### src/hw/rtl/atd_pkg.sv
// Shared types, constants and tables for the affine transform decomposer.
package atd_pkg;

    // Sequencer states of the decomposition core.
    typedef enum logic [3:0] {
        ST_IDLE,
        ST_READ,
        ST_SQUARE,
        ST_SQRT,
        ST_DIVIDE,
        ST_ANG_MUL,
        ST_COR_INIT,
        ST_COR_RUN,
        ST_COR_END,
        ST_DONE
    } t_state;

    // Angle being computed by the CORDIC pass.
    typedef enum logic [1:0] {
        ANG_Y,
        ANG_X,
        ANG_Z
    } t_angle;

    // Result fields handed from the core to the output register.
    typedef struct packed {
        logic               valid_res;
        logic               gimbal_locked;
        logic [30:0]        scale_x;
        logic [30:0]        scale_y;
        logic [30:0]        scale_z;
        logic signed [18:0] angle_x;
        logic signed [17:0] angle_y;
        logic signed [18:0] angle_z;
    } t_result;

    // Column index that carries the translation and triggers a result.
    localparam logic [1:0] COL_TRANSLATE = 2'd3;

    // CORDIC datapath width and angle constants in Q30 radians.
    localparam int CW = 34;
    localparam logic signed [CW-1:0] HALF_PI_Q30 = 34'sd1686629713;
    localparam logic signed [CW-1:0] PI_Q30      = 34'sd3373259426;
    localparam logic [30:0]          SCALE_MAX   = 31'h7FFF_FFFF;

    // Arctangent of 2^-i in Q30 radians.
    function automatic logic [31:0] atan_q30(input logic [4:0] idx);
        logic [31:0] v;
        case (idx)
            5'd0:  v = 32'd843314857;
            5'd1:  v = 32'd497837829;
            5'd2:  v = 32'd263043837;
            5'd3:  v = 32'd133525159;
            5'd4:  v = 32'd67021687;
            5'd5:  v = 32'd33543516;
            5'd6:  v = 32'd16775851;
            5'd7:  v = 32'd8388437;
            5'd8:  v = 32'd4194283;
            5'd9:  v = 32'd2097149;
            5'd31: v = 32'd0;
            default: v = 32'd1 << (5'd30 - idx);
        endcase
        return v;
    endfunction

endpackage

### src/hw/rtl/atd_core.sv
// Iterative decomposition core: square sums, square roots, divisions and CORDIC.
module atd_core #(
    parameter int FRAC_BITS    = 16,
    parameter int CORDIC_STEPS = 18
) (
    input  logic             i_clk,
    input  logic             i_rst_n,
    input  logic             i_start,
    input  logic             i_zero,
    input  logic [95:0]      i_rd_data,
    input  logic             i_out_free,
    output logic             o_rd_en,
    output logic [1:0]       o_rd_addr,
    output logic             o_busy,
    output logic             o_done,
    output atd_pkg::t_result o_res
);

    localparam int NW  = FRAC_BITS + 2;
    localparam int QW  = FRAC_BITS + 1;
    localparam int CW  = atd_pkg::CW;
    localparam int QSH = 30 - FRAC_BITS;
    localparam logic signed [NW-1:0] ONE     = NW'(1) <<< FRAC_BITS;
    localparam logic [63:0]          ONE_SQ  = 64'd1 << (2 * FRAC_BITS);
    localparam logic signed [CW-1:0] RND_ADD = CW'(1) <<< (QSH - 1);

    // Q30 angle to the output fraction, rounding half up.
    function automatic logic signed [18:0] rnd(input logic signed [CW-1:0] z);
        logic signed [CW-1:0] t;
        t = (z + RND_ADD) >>> QSH;
        return t[18:0];
    endfunction

    atd_pkg::t_state r_state, n_state;
    atd_pkg::t_angle r_ang, n_ang;
    logic [1:0]  r_col, n_col;
    logic [1:0]  r_row, n_row;
    logic [4:0]  r_cnt, n_cnt;
    logic [63:0] r_acc, n_acc;
    logic [63:0] r_prod, n_prod;
    logic [33:0] r_rem, n_rem;
    logic [31:0] r_root, n_root;
    logic [QW-1:0] r_quo, n_quo;
    logic signed [NW-1:0] r_n [9];
    logic signed [NW-1:0] n_n [9];
    logic [30:0] r_scl [3];
    logic [30:0] n_scl [3];
    logic        r_lock, n_lock;
    logic        r_zero, n_zero;
    logic signed [CW-1:0] r_x, n_x, r_y, n_y, r_z, n_z;
    logic signed [18:0] r_rx, n_rx, r_rz, n_rz;
    logic signed [17:0] r_ry, n_ry;

    // Selected basis element and its magnitude.
    logic signed [31:0] v_sel;
    logic [31:0]        v_abs;
    always_comb begin
        case (r_row)
            2'd1:    v_sel = i_rd_data[63:32];
            2'd2:    v_sel = i_rd_data[95:64];
            default: v_sel = i_rd_data[31:0];
        endcase
    end
    assign v_abs = v_sel[31] ? 32'(-v_sel) : 32'(v_sel);

    // Shared squarer.
    logic [NW-1:0] s_abs;
    logic [31:0]   m_a;
    logic [63:0]   m_prod;
    assign s_abs  = r_n[2][NW-1] ? NW'(-r_n[2]) : NW'(r_n[2]);
    assign m_a    = (r_state == atd_pkg::ST_ANG_MUL) ? 32'(s_abs) : v_abs;
    assign m_prod = {32'd0, m_a} * {32'd0, m_a};

    // One digit of the square root.
    logic [35:0] sq_t, sq_trial;
    logic        sq_ge;
    assign sq_t     = {r_rem, r_acc[63:62]};
    assign sq_trial = {2'b00, r_root, 2'b01};
    assign sq_ge    = sq_t >= sq_trial;

    // One bit of the normalizing division.
    logic [33:0] len34, dv_t, dv_a;
    logic        dv_ge, dv_ge0;
    assign len34  = {2'b00, r_root};
    assign dv_t   = {r_rem[32:0], 1'b0};
    assign dv_a   = {2'b00, v_abs};
    assign dv_ge  = dv_t >= len34;
    assign dv_ge0 = dv_a >= len34;

    // Normalized component from the finished quotient.
    logic [QW-1:0]        q_fin;
    logic signed [NW-1:0] q_val;
    logic [3:0]           widx;
    assign q_fin = {r_quo[QW-2:0], dv_ge};
    assign q_val = (r_root == 32'd0) ? '0 :
                   (v_sel[31] ? -$signed(NW'(q_fin)) : $signed(NW'(q_fin)));
    assign widx  = 4'(r_col) * 4'd3 + 4'(r_row);

    // CORDIC operand selection and quadrant fold.
    logic signed [NW-1:0] cy, cx, py, px;
    logic signed [CW-1:0] pz;
    always_comb begin
        case (r_ang)
            atd_pkg::ANG_Y: begin
                cy = -r_n[2];
                cx = $signed(r_root[NW-1:0]);
            end
            atd_pkg::ANG_X: begin
                cy = r_lock ? -r_n[6] : r_n[5];
                cx = r_lock ? r_n[4] : r_n[8];
            end
            default: begin
                cy = r_n[1];
                cx = r_n[0];
            end
        endcase
        px = cx;
        py = cy;
        pz = '0;
        if (cx[NW-1]) begin
            if (!cy[NW-1]) begin
                px = cy;
                py = -cx;
                pz = atd_pkg::HALF_PI_Q30;
            end else begin
                px = -cy;
                py = cx;
                pz = -atd_pkg::HALF_PI_Q30;
            end
        end
    end

    // CORDIC micro-rotation terms and final clamp.
    logic signed [CW-1:0] dx, dy, at, zc;
    assign dx = r_y >>> r_cnt;
    assign dy = r_x >>> r_cnt;
    assign at = $signed({2'b00, atd_pkg::atan_q30(r_cnt)});
    always_comb begin
        zc = r_z;
        if (zc > atd_pkg::PI_Q30) zc = atd_pkg::PI_Q30;
        if (zc < -atd_pkg::PI_Q30) zc = -atd_pkg::PI_Q30;
        if (r_ang == atd_pkg::ANG_Y) begin
            if (zc > atd_pkg::HALF_PI_Q30) zc = atd_pkg::HALF_PI_Q30;
            if (zc < -atd_pkg::HALF_PI_Q30) zc = -atd_pkg::HALF_PI_Q30;
        end
    end

    // State register.
    always_ff @(posedge i_clk) begin
        if (!i_rst_n) begin
            r_state <= atd_pkg::ST_IDLE;
        end else begin
            r_state <= n_state;
        end
    end

    // Datapath registers.
    always_ff @(posedge i_clk) begin
        r_ang  <= n_ang;
        r_col  <= n_col;
        r_row  <= n_row;
        r_cnt  <= n_cnt;
        r_acc  <= n_acc;
        r_prod <= n_prod;
        r_rem  <= n_rem;
        r_root <= n_root;
        r_quo  <= n_quo;
        r_n    <= n_n;
        r_scl  <= n_scl;
        r_lock <= n_lock;
        r_zero <= n_zero;
        r_x    <= n_x;
        r_y    <= n_y;
        r_z    <= n_z;
        r_rx   <= n_rx;
        r_ry   <= n_ry;
        r_rz   <= n_rz;
    end

    // Sequencer.
    always_comb begin
        n_state = r_state;
        n_ang   = r_ang;
        n_col   = r_col;
        n_row   = r_row;
        n_cnt   = r_cnt;
        n_acc   = r_acc;
        n_prod  = r_prod;
        n_rem   = r_rem;
        n_root  = r_root;
        n_quo   = r_quo;
        n_n     = r_n;
        n_scl   = r_scl;
        n_lock  = r_lock;
        n_zero  = r_zero;
        n_x     = r_x;
        n_y     = r_y;
        n_z     = r_z;
        n_rx    = r_rx;
        n_ry    = r_ry;
        n_rz    = r_rz;
        unique case (r_state)
            atd_pkg::ST_IDLE: begin
                if (i_start) begin
                    n_zero  = i_zero;
                    n_col   = 2'd0;
                    n_state = i_zero ? atd_pkg::ST_DONE : atd_pkg::ST_READ;
                end
            end
            atd_pkg::ST_READ: begin
                n_acc   = '0;
                n_row   = 2'd0;
                n_state = atd_pkg::ST_SQUARE;
            end
            atd_pkg::ST_SQUARE: begin
                // Multiply one row while adding the previous product.
                n_prod = m_prod;
                if (r_row != 2'd0) n_acc = r_acc + r_prod;
                n_row = r_row + 2'd1;
                if (r_row == 2'd3) begin
                    n_rem   = '0;
                    n_root  = '0;
                    n_cnt   = '0;
                    n_state = atd_pkg::ST_SQRT;
                end
            end
            atd_pkg::ST_SQRT: begin
                n_rem  = sq_ge ? 34'(sq_t - sq_trial) : sq_t[33:0];
                n_root = {r_root[30:0], sq_ge};
                n_acc  = r_acc << 2;
                n_cnt  = r_cnt + 5'd1;
                if (r_cnt == 5'd31) begin
                    n_cnt = '0;
                    n_row = 2'd0;
                    if (r_col == atd_pkg::COL_TRANSLATE) begin
                        n_ang   = atd_pkg::ANG_Y;
                        n_state = atd_pkg::ST_COR_INIT;
                    end else begin
                        n_state = atd_pkg::ST_DIVIDE;
                    end
                end
            end
            atd_pkg::ST_DIVIDE: begin
                n_cnt = r_cnt + 5'd1;
                if (r_cnt == 5'd0) begin
                    n_rem = dv_ge0 ? 34'(dv_a - len34) : dv_a;
                    n_quo = QW'(dv_ge0);
                    if (r_row == 2'd0) begin
                        n_scl[r_col] = r_root[31] ? atd_pkg::SCALE_MAX : r_root[30:0];
                    end
                end else begin
                    n_rem = dv_ge ? 34'(dv_t - len34) : dv_t;
                    n_quo = q_fin;
                end
                if (r_cnt == 5'(FRAC_BITS)) begin
                    n_n[widx] = q_val;
                    n_cnt     = '0;
                    if (r_row != 2'd2) begin
                        n_row = r_row + 2'd1;
                    end else if (r_col != 2'd2) begin
                        n_col   = r_col + 2'd1;
                        n_state = atd_pkg::ST_READ;
                    end else begin
                        // Basis done: pick the regular or the gimbal-locked path.
                        n_col  = atd_pkg::COL_TRANSLATE;
                        n_row  = 2'd0;
                        n_lock = (r_n[2] == ONE) || (r_n[2] == -ONE);
                        if (n_lock) begin
                            n_ry    = 18'(rnd(r_n[2][NW-1] ? atd_pkg::HALF_PI_Q30
                                                           : -atd_pkg::HALF_PI_Q30));
                            n_rz    = '0;
                            n_ang   = atd_pkg::ANG_X;
                            n_state = atd_pkg::ST_COR_INIT;
                        end else begin
                            n_state = atd_pkg::ST_ANG_MUL;
                        end
                    end
                end
            end
            atd_pkg::ST_ANG_MUL: begin
                // Cosine of the y angle from one minus the sine squared.
                n_prod = m_prod;
                n_row  = r_row + 2'd1;
                if (r_row == 2'd1) begin
                    n_acc   = ONE_SQ - r_prod;
                    n_rem   = '0;
                    n_root  = '0;
                    n_cnt   = '0;
                    n_state = atd_pkg::ST_SQRT;
                end
            end
            atd_pkg::ST_COR_INIT: begin
                n_cnt = '0;
                if (cx == '0 && cy == '0) begin
                    n_z     = '0;
                    n_state = atd_pkg::ST_COR_END;
                end else begin
                    n_x     = CW'(px) <<< QSH;
                    n_y     = CW'(py) <<< QSH;
                    n_z     = pz;
                    n_state = atd_pkg::ST_COR_RUN;
                end
            end
            atd_pkg::ST_COR_RUN: begin
                if (r_y > 0) begin
                    n_x = r_x + dx;
                    n_y = r_y - dy;
                    n_z = r_z + at;
                end else begin
                    n_x = r_x - dx;
                    n_y = r_y + dy;
                    n_z = r_z - at;
                end
                n_cnt = r_cnt + 5'd1;
                if (r_cnt == 5'(CORDIC_STEPS - 1)) begin
                    n_state = atd_pkg::ST_COR_END;
                end
            end
            atd_pkg::ST_COR_END: begin
                case (r_ang)
                    atd_pkg::ANG_Y: n_ry = 18'(rnd(zc));
                    atd_pkg::ANG_X: n_rx = rnd(zc);
                    default:        n_rz = rnd(zc);
                endcase
                if (r_lock || r_ang == atd_pkg::ANG_Z) begin
                    n_state = atd_pkg::ST_DONE;
                end else begin
                    n_ang   = (r_ang == atd_pkg::ANG_Y) ? atd_pkg::ANG_X : atd_pkg::ANG_Z;
                    n_state = atd_pkg::ST_COR_INIT;
                end
            end
            atd_pkg::ST_DONE: begin
                if (i_out_free) n_state = atd_pkg::ST_IDLE;
            end
            default: n_state = atd_pkg::ST_IDLE;
        endcase
    end

    // Basis memory read port and status.
    assign o_rd_en   = (r_state == atd_pkg::ST_READ);
    assign o_rd_addr = r_col;
    assign o_busy    = (r_state != atd_pkg::ST_IDLE);
    assign o_done    = (r_state == atd_pkg::ST_DONE);

    // Result, all zero when element (3,3) was zero.
    always_comb begin
        o_res.valid_res     = !r_zero;
        o_res.gimbal_locked = !r_zero && r_lock;
        o_res.scale_x       = r_zero ? '0 : r_scl[0];
        o_res.scale_y       = r_zero ? '0 : r_scl[1];
        o_res.scale_z       = r_zero ? '0 : r_scl[2];
        o_res.angle_x       = r_zero ? '0 : r_rx;
        o_res.angle_y       = r_zero ? '0 : r_ry;
        o_res.angle_z       = r_zero ? '0 : r_rz;
    end

endmodule

### src/hw/rtl/affine_transform_decompose.sv
// Top level of the affine transform decomposer: basis store, handshakes, output register.
//
// A 4x4 column-major Q16.16 transform arrives as four input items, one per column.
// Items for columns 0..2 are written into the basis memory when they are accepted.
// The item for column 3 starts the decomposition and yields one result item with the
// translation, per-axis scale and XYZ Euler angles (or an all-zero result with
// valid_res low when element (3,3) is zero).
// The shared sequencer runs, per basis column, a memory read, three squarings, a
// 32-step square root and three (FRAC_BITS+1)-step divisions, then, unless gimbal
// locked, a 32-step root for the cosine; it ends with three CORDIC passes (one pass
// when gimbal locked). o_stall stays high from the column 3 item until its result
// is loaded into the output register.
// The result sits in an output register; the block takes new items while it waits.
// If the receiver holds i_stall, a finished second result waits in the core and
// the input stays stalled until the output register frees.
// Reset (synchronous, active low) returns the sequencer to idle and drops o_valid;
// the basis memory keeps its contents and is undefined until written.
module affine_transform_decompose #(
    parameter int FRAC_BITS    = 16,
    parameter int CORDIC_STEPS = 18
) (
    input  logic               i_clk,
    input  logic               i_rst_n,
    input  logic               i_valid,
    output logic               o_stall,
    input  logic [1:0]         i_column_index,
    input  logic signed [31:0] i_elem_row0,
    input  logic signed [31:0] i_elem_row1,
    input  logic signed [31:0] i_elem_row2,
    input  logic signed [31:0] i_elem_row3,
    output logic               o_valid,
    input  logic               i_stall,
    output logic               o_valid_res,
    output logic               o_gimbal_locked,
    output logic signed [31:0] o_translation_x,
    output logic signed [31:0] o_translation_y,
    output logic signed [31:0] o_translation_z,
    output logic [30:0]        o_scale_x,
    output logic [30:0]        o_scale_y,
    output logic [30:0]        o_scale_z,
    output logic signed [18:0] o_angle_x,
    output logic signed [17:0] o_angle_y,
    output logic signed [18:0] o_angle_z
);

    logic             accept, is_trans, core_busy, core_done, rd_en, out_free, load;
    logic [1:0]       rd_addr;
    atd_pkg::t_result res;
    logic [95:0]      r_basis [3];
    logic [95:0]      r_rd_data;
    logic signed [31:0] r_tx, r_ty, r_tz;
    logic             r_out_valid;

    assign accept   = i_valid && !o_stall;
    assign is_trans = (i_column_index == atd_pkg::COL_TRANSLATE);
    assign o_stall  = core_busy;
    assign out_free = !r_out_valid || !i_stall;
    assign load     = core_done && out_free;

    // Basis memory: one column per entry.
    always_ff @(posedge i_clk) begin
        if (accept && !is_trans) begin
            r_basis[i_column_index] <= {i_elem_row2, i_elem_row1, i_elem_row0};
        end
        if (rd_en) begin
            r_rd_data <= r_basis[rd_addr];
        end
    end

    // Translation held from the column 3 item.
    always_ff @(posedge i_clk) begin
        if (accept && is_trans) begin
            r_tx <= i_elem_row0;
            r_ty <= i_elem_row1;
            r_tz <= i_elem_row2;
        end
    end

    atd_core #(
        .FRAC_BITS    (FRAC_BITS),
        .CORDIC_STEPS (CORDIC_STEPS)
    ) u_core (
        .i_clk      (i_clk),
        .i_rst_n    (i_rst_n),
        .i_start    (accept && is_trans),
        .i_zero     (i_elem_row3 == 32'sd0),
        .i_rd_data  (r_rd_data),
        .i_out_free (out_free),
        .o_rd_en    (rd_en),
        .o_rd_addr  (rd_addr),
        .o_busy     (core_busy),
        .o_done     (core_done),
        .o_res      (res)
    );

    // Output valid flag.
    always_ff @(posedge i_clk) begin
        if (!i_rst_n) begin
            r_out_valid <= 1'b0;
        end else if (load) begin
            r_out_valid <= 1'b1;
        end else if (!i_stall) begin
            r_out_valid <= 1'b0;
        end
    end

    // Output payload register.
    always_ff @(posedge i_clk) begin
        if (load) begin
            o_valid_res     <= res.valid_res;
            o_gimbal_locked <= res.gimbal_locked;
            o_translation_x <= res.valid_res ? r_tx : 32'sd0;
            o_translation_y <= res.valid_res ? r_ty : 32'sd0;
            o_translation_z <= res.valid_res ? r_tz : 32'sd0;
            o_scale_x       <= res.scale_x;
            o_scale_y       <= res.scale_y;
            o_scale_z       <= res.scale_z;
            o_angle_x       <= res.angle_x;
            o_angle_y       <= res.angle_y;
            o_angle_z       <= res.angle_z;
        end
    end

    assign o_valid = r_out_valid;

endmodule

### config.mk
export PLATFORM = sky130hd
export DESIGN_NAME = affine_transform_decompose
export DESIGN_NICKNAME = d
export VERILOG_FILES = /design/src/hw/rtl/atd_pkg.sv /design/src/hw/rtl/atd_core.sv /design/src/hw/rtl/affine_transform_decompose.sv
export SDC_FILE = /design/constraint.sdc
export NUM_CORES = 2
export LEC_CHECK = 0
export ABC_CLOCK_PERIOD_IN_PS = 15800
export BUFFER_PORTS_ARGS = -buffer_cell sky130_fd_sc_hd__buf_2
export CAP_MARGIN = 20
export CORE_MARGIN = 1.5
export CORE_UTILIZATION = 40
export DETAILED_ROUTE_END_ITERATION = 8
export HOLD_SLACK_MARGIN = 0.1
export PLACE_DENSITY_LB_ADDON = 0.3
export SKIP_CTS_REPAIR_TIMING = 1
export SLEW_MARGIN = 20
export SYNTH_ARGS = -nofsm -noshare
export SYNTH_HDL_FRONTEND = slang
export SYNTH_SLANG_ARGS = --single-unit
### constraint.sdc
create_clock -name i_clk -period 15.8 [get_ports i_clk]
set_clock_uncertainty 0.05 [all_clocks]
set_input_delay 0 -clock i_clk [delete_from_list [all_inputs] [get_ports i_clk]]
set_output_delay 0 -clock i_clk [all_outputs]
set_load 0.005 [all_outputs]
# Yosys cells after proc, flatten, opt, wreduce, memory -nomap -nowiden
# Memory sizes are Yosys's and may differ from the RTL's. A register that Yosys moved wholly into a read port is not among the register bits.
# Cells that the tools add are included.
totals:
  ff_bits: 984
  out_inout_bits: 249
  n_memories: 1
  ramBits: 288
  inputBits: 134
  word_cells: 304
op_classes:
  n_mul: 2
  eq_ne: 50
  reduce_logical: 53
  n_addsub: 24
  magnitude_cmp: 12
  shifts: 3
  muxes: 109
  n_bitwise: 4
memory_table:
  columns: ["name", "words", "width", "read_ports", "rd_ports_with_merged_regs", "wr", "line", "text"]
  rows:
  - ["r_basis", 3, 96, 1, 1, 1, "affine_transform_decompose.sv:49", "logic [95:0] r_basis [3];"]
op_table:
  columns: ["operator", "n"]
  rows:
  - ["34-bit 2-to-1 mux", 18]
  - ["32-bit one-hot mux with 11 select lines", 1]
  - ["18-bit 2-to-1 mux", 15]
  - ["64-bit one-hot mux with 4 select lines", 1]
  - ["34-bit one-hot mux with 2 select lines", 3]
  - ["162-bit bitwise mux", 1]
  - ["32-bit 2-to-1 mux", 5]
  - ["34-bit one-hot mux with 4 select lines", 1]
  - ["64-bit 2-to-1 mux", 2]
  - ["18-bit one-hot mux with 2 select lines", 3]
  - ["34-bit subtractor", 3]
  - ["32-bit one-hot mux with 3 select lines", 1]
  - ["19-bit 2-to-1 mux", 5]
  - ["93-bit bitwise mux", 1]
  - ["18-bit demux with 4-bit select", 1]
  - ["18-bit negator", 4]
  - ["34-bit adder", 2]
  - ["34-bit by 5-bit >>> shifter with 34-bit output", 2]
  - ["33-bit 2-to-1 mux", 2]
  - ["64-bit adder", 1]
  - ["32-bit zero test", 2]
  - ["32-bit by 32-bit multiplier with 64-bit output", 1]
  - ["32-bit one-hot mux with 2 select lines", 1]
  - ["33-bit by 64-bit subtractor with 64-bit output (first input constant)", 1]
  - ["other kinds (74)", 180]

# Logic depth before layout (Yosys ltp)
logic_depth:
  word_depth: 13
  depth_mapped: 47
  depth_no_buf: 44

# Hierarchy
# A second synthesis with hierarchy kept.
unflattened:
  cells_unflattened: 9604
  area_unflattened_um2: 103234.0
by_module_without_submodules:
  columns: ["mod", "instances", "area_per_inst_um2", "cells_each"]
  rows:
  - ["atd_core", 1, 78582.9, 8429]
  - ["affine_transform_decompose", 1, 24651.1, 1175]

# Least setup slack after synthesis
# No wires, ideal clock.
synth_timing:
  path_kind: "flip-flop to flip-flop"
  start: "reg u_core.r_state[3]"
  end: "reg o_angle_x[0], enable pin"
  stages_incl_launch_ff: 4
  t_required_ns: 14.814
  arrival_time_ns: 12.622
  slack_ns: 2.192
  setup_ns: 0.936
  cell_sequence: "dfxtp_1 > clkbuf_1 > nand3_1 > a21oi_1"
synth_between:
  elab_chain_cells: 2
synth_rtl:
  columns: ["element", "line", "text"]
  rows:
  - ["start, declared", "atd_core.sv:34", "atd_pkg::t_state r_state, n_state;"]
  - ["start signal, assigned", "atd_core.sv:151", "r_state <= atd_pkg::ST_IDLE;"]
  - ["start signal, assigned", "atd_core.sv:153", "r_state <= n_state;"]
  - ["4-bit == test", "atd_core.sv:343", "assign o_done = (r_state == atd_pkg::ST_DONE);"]
  - ["1-bit logical AND", "affine_transform_decompose.sv:58", "assign load = core_done && out_free;"]
  - ["net load", "affine_transform_decompose.sv:46", "logic accept, is_trans, core_busy, core_done, rd_en, out_free, load;"]
  - ["end signal, assigned", "affine_transform_decompose.sv:118", "o_angle_x <= res.angle_x;"]
  - ["end, declared", "affine_transform_decompose.sv:41", "output logic signed [18:0] o_angle_x,"]
# The timed path passes the listed nets, and every way through them passes these cells.
# A chain may end at the register's enable or synchronous reset.

# Final worst setup path
layout_timing:
  start: "reg u_core.r_row[0]"
  end: "reg u_core.r_prod[62] (data pin)"
layout_between:
  elab_chain_cells: 6
layout_rtl:
  columns: ["element", "line", "text"]
  rows:
  - ["start, declared", "atd_core.sv:37", "logic [1:0] r_row, n_row;"]
  - ["start signal, assigned", "atd_core.sv:161", "r_row <= n_row;"]
  - ["2-bit == test / 2-bit by 1-bit == test with 1-bit output (equally long branches)", "atd_core.sv:58", "case (r_row)"]
  - ["32-bit one-hot mux with 2 select lines *", "atd_core.sv:58", null]
  - ["32-bit negator", "atd_core.sv:64", "assign v_abs = v_sel[31] ? 32'(-v_sel) : 32'(v_sel);"]
  - ["32-bit 2-to-1 mux *", "atd_core.sv:64", null]
  - ["32-bit 2-to-1 mux *", "atd_core.sv:71", "assign m_a = (r_state == atd_pkg::ST_ANG_MUL) ? 32'(s_abs) : v_abs;"]
  - ["32-bit by 32-bit multiplier with 64-bit output *", "atd_core.sv:72", "assign m_prod = {32'd0, m_a} * {32'd0, m_a};"]
  - ["net u_core.m_prod[62]", "atd_core.sv:69", "logic [63:0] m_prod;"]
  - ["end signal, assigned", "atd_core.sv:164", "r_prod <= n_prod;"]
  - ["end, declared", "atd_core.sv:40", "logic [63:0] r_prod, n_prod;"]
# Mark *: on every way through the listed nets, which the timed path passes. The rest lies on a longest branch.

==> impl_metrics.env <==
export IMPL_cp_max_fo=61
export IMPL_synthFlopType="edfxtp_1"
export IMPL_slowest_stage="ha_2"
export IMPL_grt_pass1_vias=76600
export IMPL_route_detailed_drc=0
export IMPL_place_congestion=0.967
export IMPL_synth_avg_cell_area_um2=10.7
export IMPL_seqCellArea_um2=39900
export IMPL_wl_per_cell_um=23.7
export IMPL_cts_root_buf="clkbuf_16"
export IMPL_syn_inst=9581
export IMPL_slew_headroom=0.166
export IMPL_routed_via_density=5.63
export IMPL_htree_levels=4
export IMPL_num_vias=76600
export IMPL_async_reset_ff_frac=0
export IMPL_dieArea_um2=259000
export IMPL_port_buffers=382
export IMPL_antenna_found_initial=16
export IMPL_ys_warn_count=0
export IMPL_crit_path_end_kind="flip-flop"
export IMPL_worst_pin_slew_ns=1.24
export IMPL_dr_pass1_iters=7
export IMPL_setup_tns_ns=0
export IMPL_core_area_um2=254000
export IMPL_clkTransAtPathRegs_ns=0.07
export IMPL_clock_latency_ns=0.85
export IMPL_nNetsFinal=11600
export IMPL_critical_path_max_stage_delay_ns=1.00
export IMPL_first_iter_violations=6921
export IMPL_ys_seq_area_frac=0.391
export IMPL_hold_viol_final=0
export IMPL_hpwlAfterDp_um=239000
export IMPL_cap_violations=0
export IMPL_post_synth_top_area_cell="edfxtp_1"
export IMPL_status="complete, no violations"
export IMPL_synth_most_common_cell="edfxtp_1"
export IMPL_areaGrowthSynthToFinish_pct=13.0
export IMPL_wirelength_um=323000
export IMPL_startpoint_type="flip-flop"
export IMPL_grt_max_degree=197
export IMPL_multi_input_area_um2=56900
export IMPL_finalSetupViolCount=0
export IMPL_fmax_mhz=69.7
export IMPL_clock_sinks=1331
export IMPL_numCtsBuffers=159
export IMPL_num_rows=185
export IMPL_tritoncts="built"
export IMPL_clockBufferDepth=4
export IMPL_die_h_um=509
export IMPL_path_class="reg -> reg"
export IMPL_grt_pass1_wl_um=480000
export IMPL_synth_edf_count=1326
export IMPL_antenna_left=0
export IMPL_arrival_ns=14.90
export IMPL_fill_cells=23500
export IMPL_synth_area_leaders="edfxtp_1, fa_1, ha_1"
export IMPL_yosysTopAreaCellShare=0.390
export IMPL_crit_required_ns=16.35
export IMPL_track_usage=0.244
export IMPL_start_util=0.402
export IMPL_boundaryPins=383
export IMPL_synth_cell_types=106
export IMPL_finalCriticalPeriod_ns=14.35
export IMPL_rsz0062_at_grt="no"
export IMPL_ys_seq_elements=1331
export IMPL_fin_crit_sh=0.908
export IMPL_die_w_um=509
export IMPL_grt_overflow=0
export IMPL_netlist_area_um2=102000
export IMPL_synth_common_cells="edfxtp_1, inv_1, fa_1"
export IMPL_drive_gt1_frac=0.0977
export IMPL_hp_class="in -> reg"
export IMPL_maxSlewViolCount=0
-- path summary, 6_finish.rpt --
check,start,cells after the start,slack [ns],end
worst max-delay path,u_core.r_row[0]$_SDFFCE_PN0P_,39,1.45,u_core.r_prod[62]$_DFFE_PN_
worst min register to register,r_basis[2][62]$_DFFE_PP_,2,0.44,r_rd_data[62]$_DFFE_PP_
worst min-delay path,i_rst_n,4,0.19,u_core.r_state[0]$_SDFFE_PN0P_
worst max register to register,u_core.r_row[0]$_SDFFCE_PN0P_,39,1.45,u_core.r_prod[62]$_DFFE_PN_
-- layer usage --
metal	GRT usage	up-vias	part of all wire
li1	-	34500	-
met1	0.333	38500	0.43
met2	0.394	3028	0.46
met3	0.0405	571	0.075
met4	0.0798	6	0.035
met5	0	-	0.00011
-- final cells by class --
type                       instances  area share
inverter                        1108      0.0360
tap                             3366      0.0365
clock buffer                     176      0.0354
clock inverter                   104     0.00879
timing repair buffer             740      0.0447
sequential                      1331       0.346
multi-input combinational       6770       0.493
antenna                            7    0.000152
-- state kept, by name, summed over array words and instances, names as in the netlist, 34 cells and up --
name           count
u_core.r_x        34
u_core.r_prod     63
r_basis          288
u_core.r_n       126
u_core.r_rem      34
u_core.r_acc      64
u_core.r_z        34
u_core.r_scl      93
r_rd_data         96
u_core.r_y        34
-- critical path, delay by kind of cell (launching register included) --
family | cells | cell delay (ns)
mux | 1 | 0.48
xor+xnor | 2 | 0.72
buf+inv | 9 | 1.28
flops | 1 | 0.48
fa+ha+maj | 10 | 5.38
compound gates | 9 | 3.37
simple gates | 8 | 2.31
-- layout by cell type (no fill, tap or decap), types with 289 or more instances in the layout --
cell type | netlist | layout
edfxtp_1 | 1326 | 1326
inv_1 | 1095 | 1093
fa_1 | 814 | 814
nand2_1 | 788 | 785
nor2_1 | 759 | 749
o21ai_0 | 560 | 553
ha_1 | 553 | 551
a21oi_1 | 469 | 465
buf_2 | 18 | 382
nor2b_1 | 308 | 308
xnor2_1 | 289 | 289
-- cells by family after synthesis --
group                      synth area share
muxes                                0.0392
adders and majority gates             0.227
and+or+nand+nor                       0.123
buffers and inverters                0.0560
AOI/OAI and AO/OA                     0.118
xor gates and xnor gates             0.0459
DFF                                   0.391
other                             0.0000735
-- through the flow --
step / util / hold slack (ns) / setup slack, ns / cells / cell area (um2)
2_1_floorplan: - / 0.0489 / 2.19 / 9604 / 102000
3_3_place_gp: 0.426 / 0.174 / 2.24 / 13100 / 108000
3_5_place_dp: 0.426 / 0.176 / 1.76 / 13100 / 108000
4_1_cts: 0.446 / -0.758 / 1.75 / 13400 / 113000
5_1_grt: 0.454 / 0.212 / 0.793 / 13600 / 115000
6_report: 0.454 / 0.190 / 1.45 / 13600 / 115000
Power is not shown: default switching activity piles up to over one toggle a cycle in this logic, so the estimate is an artifact.
